File: config.mk
export PLATFORM = sky130hd
export DESIGN_NAME = npcs_ctrl
export DESIGN_NICKNAME = d
export VERILOG_FILES = /design/src/design/npcs_pkg.sv /design/src/design/npcs_ctrl.sv
export SDC_FILE = /design/constraint.sdc
export NUM_CORES = 1
export LEC_CHECK = 0
export ABC_AREA = 1
export BUFFER_PORTS_ARGS = -buffer_cell sky130_fd_sc_hd__buf_2
export CORE_AREA = 2 2 39 41
export CTS_CLUSTER_DIAMETER = 40
export DETAILED_ROUTE_END_ITERATION = 10
export DIE_AREA = 0 0 41 43
export GPL_TIMING_DRIVEN = 0
export PLACE_DENSITY = 0.33
export RECOVER_POWER = 50
export SLEW_MARGIN = 10
export SYNTH_ARGS = -nofsm -noshare
export SYNTH_HDL_FRONTEND = slang
export SYNTH_SLANG_ARGS = --single-unit
export TNS_END_PERCENT = 20
File: constraint.sdc
create_clock -name clk -period 1.1 [get_ports clk]
set_input_delay 0.11 -clock clk [delete_from_list [all_inputs] [get_ports clk]]
set_output_delay 0.11 -clock clk [all_outputs]
set_load 0.01 [all_outputs]
File: src/design/npcs_pkg.sv
// Package: word types, codes and control structs of the palette search block
`timescale 1ns / 1ps

package npcs_pkg;

	// Default palette depth and the largest count an 8-bit index can reach
	localparam int PALETTE_DEPTH_DEF = 256;
	localparam int INDEX_LIMIT       = 256;

	localparam int COUNT_W = 9;
	localparam int DIST_W  = 18;

	// Command word opcodes
	localparam logic OP_WRITE = 1'b0;
	localparam logic OP_QUERY = 1'b1;

	typedef struct packed {
		logic       opcode;
		logic [7:0] entry_index;
		logic [7:0] red;
		logic [7:0] green;
		logic [7:0] blue;
	} cmd_word_t;

	typedef struct packed {
		logic [7:0]        nearest_index;
		logic [DIST_W-1:0] min_distance;
	} res_word_t;

	// Controller to datapath commands
	typedef struct packed {
		logic write;
		logic load;
		logic issue;
	} dp_ctrl_t;

	// Datapath to controller status
	typedef struct packed {
		logic at_last;
		logic done;
	} dp_stat_t;

endpackage

File: src/design/npcs_ctrl.sv
// Controller: command acceptance and scan sequencing state machine
`timescale 1ns / 1ps

module npcs_ctrl (
	input  logic                clk,
	input  logic                arst_n,
	input  logic                start,
	input  logic                opcode,
	output logic                busy,
	output npcs_pkg::dp_ctrl_t  ctrl,
	input  npcs_pkg::dp_stat_t  stat
);

	import npcs_pkg::*;

	typedef enum logic [2:0] {
		ST_IDLE  = 3'b001,
		ST_SCAN  = 3'b010,
		ST_DRAIN = 3'b100
	} state_t;

	state_t state_q, state_d;
	logic   accept;

	assign accept = start && (state_q == ST_IDLE);
	assign busy   = (state_q != ST_IDLE);

	// Decode commands and next state
	always_comb begin
		state_d    = state_q;
		ctrl.write = 1'b0;
		ctrl.load  = 1'b0;
		ctrl.issue = 1'b0;
		unique case (state_q)
			ST_IDLE: begin
				if (accept && (opcode == OP_WRITE)) begin
					ctrl.write = 1'b1;
				end else if (accept) begin
					ctrl.load = 1'b1;
					state_d   = ST_SCAN;
				end
			end
			ST_SCAN: begin
				ctrl.issue = 1'b1;
				if (stat.at_last) begin
					state_d = ST_DRAIN;
				end
			end
			ST_DRAIN: begin
				if (stat.done) begin
					state_d = ST_IDLE;
				end
			end
			default: state_d = ST_IDLE;
		endcase
	end

	always_ff @(posedge clk or negedge arst_n) begin
		if (!arst_n) begin
			state_q <= ST_IDLE;
		end else begin
			state_q <= state_d;
		end
	end

endmodule

==> flow_summary.yaml, run 1 <==
worst_setup_path:
  worst_path_largest_cell_delay_ps: 520
  reg2reg_slack_ps: 0
  startpoint_type: "flop"
  regToRegStartpoint: "state_q[0]$_DFFE_PN1P_"
  cp_cell_sequence: "inv_2 > nor2_4 > nand2_4 > nor3b_4 > buf_2"
  crit_arrival_ps: 1270
  r2r_end: "state_q[0]$_DFFE_PN1P_"
  r2r_cells: 6
  path_max_fanout: 3
  startpoint: "state_q[0]$_DFFE_PN1P_"
  slowest_stage: "dfstp_2"
  end_kind: "output pin"
  critPathRequiredTime_ps: 990
  path_class: "flop to output pin"
logic_synthesis:
  avgSynthCellArea_um2: 7.22
  ys_seq_area_frac: 0.407
  synthTopCellsByArea: "dfrtp_1 (27%), dfstp_2 (14%), nand2_1 (14%)"
  synth.most_common_cell: "nand2_1"
  synth_area_um2: 188
  yosys_warnings: 0
  synth_cell_types: 12
  synth_top_area_frac: 0.267
  synthFlopType: "dfrtp_1"
  synth.net_count: 32
  synth_edf_count: 0
  synthTopCellsByCount: "nand2_1 (7), inv_1 (5)"
  synth_area_leader_cell: "dfrtp_1"
  netlist_instances: 26
  synth-seq-cells: 3
  async_flop_share: 1.00
timing:
  fin_crit_sh: 1.25
  fmax_mhz: 727
  finClkSkew_ps: 2.43
  setup_ws_ps: -276
  slew_violations: 0
  finalSetupViolations: 5
  rsz0062_at_grt: "yes"
  finalHoldViolCount: 0
  maxSlewHeadroom: 0.865
  worstMarginPinSlew_ps: 202
  period_minus_slack_ps: 1380
cells_and_area:
  seq_area_um2: 76.3
  areaGrowthSynthToFinish_pct: 69.3
  multi_input_area_um2: 109
  nFillCells: 163
  reg_top3: "state_q (3)"
  diodes: 0
  regMostFlops: "state_q"
  final_cells: 57
  largest_reg_flops: 3
  drive_above_1_share: 0.439
  nets: 48
global_route:
  grt_pass1_wl_um: 669
  grt_usage: 0.0594
  antenna_found_initial: 0
  grt_max_degree: 5
  overflow: 0
  grt_pass1_vias: 202
cts:
  clkLatencyLatePin_ps: 230
  cts_buffers: 3
  clockBufferDepth: 2
  clk_pin_slew_ps: 40
  clock_sinks: 3
  tritoncts: "yes"
  cts_root_buf: "clkbuf_4"
  h-tree-depth: 1
routing:
  wl_met2_um: 218
  final_antenna_net_count: 0
  drc_errors: 0
  drt-initial-drc-count: 2
  wirelength_met1_um: 168
  drt-total-wl_um: 427
  wl_met3_um: 39
  wl_per_cell_um: 7.49
  vias_per_cell: 3.67
  dr.pass1.iters: 4
  via_count: 209
  top_layer_used: "met3"
hold_path:
  hp-class: "input port to flop"
  hold_start: "stat[1]"
  hold_end: "state_q[2]$_DFFE_PN0P_"
  hold_depth: 3
die:
  fp.dieW_um: 41
  fp.dieH_um: 43
  initial_core_util: 0.136
  core_region_area_um2: 1380
  ioPinCount: 10
  die-area_um2: 1760
  rows: 14
placed_design:
  globalplace.congestion: 0.644
  dp_hpwl_um: 356
  port_buffers: 9
  dp.cells: 51
pwr:
  cellPowerDensity_nw_per_um2: 2190
  peakVddDrop_mv: 0.565
  finalPower_uw: 696
  leakage_uw: 0.000179
outcome:
  status: "finished with violations"
  failed_checks: "setup timing"
run:
  cap_violations: 0
## worst max path at each step
stage	end	slack, ps	cells past startpoint
finish	ctrl[2]	-280	5
global route	ctrl[2]	-360	5
CTS	ctrl[2]	-300	5
detailed placement	ctrl[2]	-100	5
global placement	ctrl[2]	-100	5
floorplan	ctrl[2]	-4	4
## where the power goes
group	internal (µW)	switching [µW]	total, µW
clock network	136	56.2	192
registers	153	21.9	175
logic	155	174	329
## per-stage QoR
| stage | util | setup slack (ps) | TNS, ps | hold slack [ps] | instance area, µm² |
|---|---|---|---|---|---|
| 6_report | 0.230 | -276 | -817 | 159 | 318 |
| 5_1_grt | 0.230 | -359 | -1250 | 181 | 318 |
| 4_1_cts | 0.231 | -302 | -934 | 153 | 319 |
| 3_5_place_dp | 0.194 | -103 | -123 | -92.1 | 269 |
| 3_3_place_gp | 0.194 | -102 | -123 | -94.7 | 269 |
| 2_1_floorplan | - | -4.34 | -4.34 | -186 | 204 |
## metal layers
metal | GRT usage | vias to the layer above
li1 | - | 113
met1 | 0.0649 | 89
met2 | 0.0844 | 7
met3 | 0.0157 | 0
met4 | 0.0600 | 0
met5 | 0 | -
## critical path, delay by kind of cell (launching register included)
kind,cells,cell delay [ps]
and+or+nand+nor,3,320
buffers and inverters,2,190
DFF,1,520
## area by class of cell
class	instances	area share
Multi-Input combinational cell	18	0.343
Sequential cell	3	0.240
Timing Repair Buffer	11	0.213
Clock buffer	4	0.0827
Tap cell	16	0.0630
Inverter	5	0.0591
## cell families (layout without fill, tap and decap cells)
logic type,after synthesis,in the layout,share of synthesized area
simple gates,16,16,0.440
buf+inv,5,20,0.100
flops,3,3,0.407
compound gates,2,2,0.0533
## timing repair
| item | in CTS | in global routing |
|---|---|---|
| hold buffers | 1 | 0 |
| gates resized for setup | 1 | 0 |
| pin swaps | 3 | 0 |
| endpoints found under the setup margin | 5 | 6 |
| hold endpoints to repair | 3 | 0 |
| buffers inserted | 1 | 0 |
## cells in the final DEF (no fill, tap or decap)
cell type,n
dlygate4sd3_1,1
nand4_1,2
nor2_2,1
buf_6,1
nand3_1,1
nor2_1,2
o21ai_1,1
buf_2,7
inv_1,4
nor3b_4,1
inv_2,1
nand2_1,7
dfstp_2,1
nor2_4,1
buf_4,1
a21oi_1,1
nand2_4,1
dfrtp_1,2
clkbuf_4,3
clkbuf_1,2
Power figures use the tool's default switching activity.
==> inputs of run 2 (changes only) <==
PLACE_DENSITY = unset   (was 0.33)
PLACE_DENSITY_LB_ADDON = 0.15   (was unset)
clock period = 1.15 ns   (was 1.1 ns; I/O delays follow)
==> run 2 against run 1 <==
  * The flow still finishes with violations (setup timing)
  * Core utilization decreased by 0.81 points
  * Global-route usage decreased by 0.31 points
  * Sequential power decreased by 4%
  * Worst setup slack improved by 69 ps
  * Register-to-register slack improved by 70 ps
  * Hold slack improved by 7.5 ps
  * Clock power decreased by 5%
  * Total power decreased by 8.7%
  * Sequential cell count unchanged
  * Design area decreased by 3.5%
  * Clock skew about the same
  * Largest power group unchanged
==> flow_summary.yaml, run 2 (synthesis gave the netlist of run 1 again) <==
outcome:
  status: "finished with violations"
  failed_checks: "setup timing"
timing:
  maxSlewHeadroom: 0.866
  holdWs_ps: 166
  period_minus_slack_ps: 1360
  finClkSkew_ps: 2.37
  rsz0062_at_grt: "yes"
  finalSetupViolations: 4
  worstMarginPinSlew_ps: 201
  setup_ws_ps: -207
  slew_violations: 0
  fmax_mhz: 737
  finalHoldViolCount: 0
  fin_crit_sh: 1.18
hold_path:
  hp-class: "input port to flop"
  hold_end: "state_q[2]$_DFFE_PN0P_"
  hold_start: "stat[1]"
  hold_depth: 3
cells_and_area:
  areaGrowthSynthToFinish_pct: 63.3
  largest_reg_flops: 3
  drive_above_1_share: 0.439
  utilization: 0.222
  nets: 48
  mostFrequentLayoutCells: "nand2_1 (7), buf_2 (7), inv_1 (4)"
  regMostFlops: "state_q"
  design_area_um2: 307
  reg_top3: "state_q (3)"
  diodes: 0
die:
  ioPinCount: 10
  fp.dieW_um: 41
  die-area_um2: 1760
  core_region_area_um2: 1380
  fp.dieH_um: 43
  initial_core_util: 0.136
  rows: 14
cts:
  h-tree-depth: 1
  clkLatencyLatePin_ps: 230
  clk_pin_slew_ps: 30
  clock_sinks: 3
  cts_root_buf: "clkbuf_4"
  tritoncts: "yes"
  clockBufferDepth: 2
  cts_buffers: 3
worst_setup_path:
  r2r_end: "state_q[0]$_DFFE_PN1P_"
  path_class: "flop to output pin"
  crit_arrival_ps: 1240
  end_kind: "output pin"
  r2r_cells: 6
  reg2reg_slack_ps: 70
  path_max_fanout: 3
  regToRegStartpoint: "state_q[0]$_DFFE_PN1P_"
  critPathRequiredTime_ps: 1030
  startpoint_type: "flop"
placed_design:
  pre_cts_ws_ps: -40.5
  port_buffers: 9
  globalplace.congestion: 0.744
  placed_area_um2: 253
  dp_hpwl_um: 341
global_route:
  overflow: 0
  grt_usage: 0.0563
  grt_pass1_vias: 198
  grt_max_degree: 5
  antenna_found_initial: 0
  grt_pass1_wl_um: 634
run:
  cap_violations: 0
routing:
  vias_per_cell: 3.51
  dr.pass1.iters: 2
  final_antenna_net_count: 0
  drt-initial-drc-count: 2
  drt-total-wl_um: 408
  wl_per_cell_um: 7.16
  drc_errors: 0
  via_count: 200
pwr:
  peakVddDrop_mv: 0.517
  cellPowerDensity_nw_per_um2: 2070
  leakage_uw: 0.000175
==> run 2: worst max-delay path, cell delays in order (launching register included) <==
cell and delay [ps]:
dfstp_2 520, inv_2 50, nor2_4 90, nand2_2 70, nor3b_2 140, buf_2 140
==> run 2: what timing repair did <==
action / CTS / global route
endpoints found under the hold margin: 3 / 0
hold buffers: 1 / 0
buffers inserted: 1 / 0
pin swaps: 3 / 3
resized for setup: 3 / 0
setup endpoints to repair: 4 / 5
==> run 2: area by class of cell <==
class                   count  area [µm²]
fillers                   170        1080
inverters                   5        18.8
multi-input cells          18        97.6
repair buffers             11        67.6
flip-flops and latches      3        76.3
well taps                  16        20.0
clock buffers               4        26.3
==> run 2: report_power, final <==
part / switching (µW) / internal (µW)
clock network: 51.8 / 130
registers: 20.9 / 147
logic: 148 / 138
==> run 2: per-stage QoR <==
stage / std cells / total power, µW / TNS (ps)
floorplan: 26 / 314 / 0
global placement: 51 / 390 / -27.2
detailed placement: 51 / 389 / -40.5
CTS: 57 / 664 / -741
global route: 57 / 684 / -796
finish: 57 / 635 / -563
==> run 2: metal layers <==
| layer | up-vias | track usage | share of wire |
|---|---|---|---|
| li1 | 110 | - | - |
| met1 | 85 | 0.0583 | 0.40 |
| met2 | 5 | 0.0813 | 0.53 |
| met3 | 0 | 0.0157 | 0.066 |
| met4 | 0 | 0.0600 | 0 |
| met5 | - | 0 | 0 |
==> run 2: worst max-delay path by stage <==
stage                            from  slack, ps  cells after the start  endpoint
6_report       state_q[0]$_DFFE_PN1P_       -210                      5   ctrl[2]
3_3_place_gp   state_q[0]$_DFFE_PN1P_        -30                      5   ctrl[2]
5_1_grt        state_q[0]$_DFFE_PN1P_       -270                      5   ctrl[2]
2_1_floorplan  state_q[0]$_DFFE_PN1P_         30                      4   ctrl[2]
3_5_place_dp   state_q[0]$_DFFE_PN1P_        -40                      5   ctrl[2]
4_1_cts        state_q[0]$_DFFE_PN1P_       -280                      5   ctrl[2]
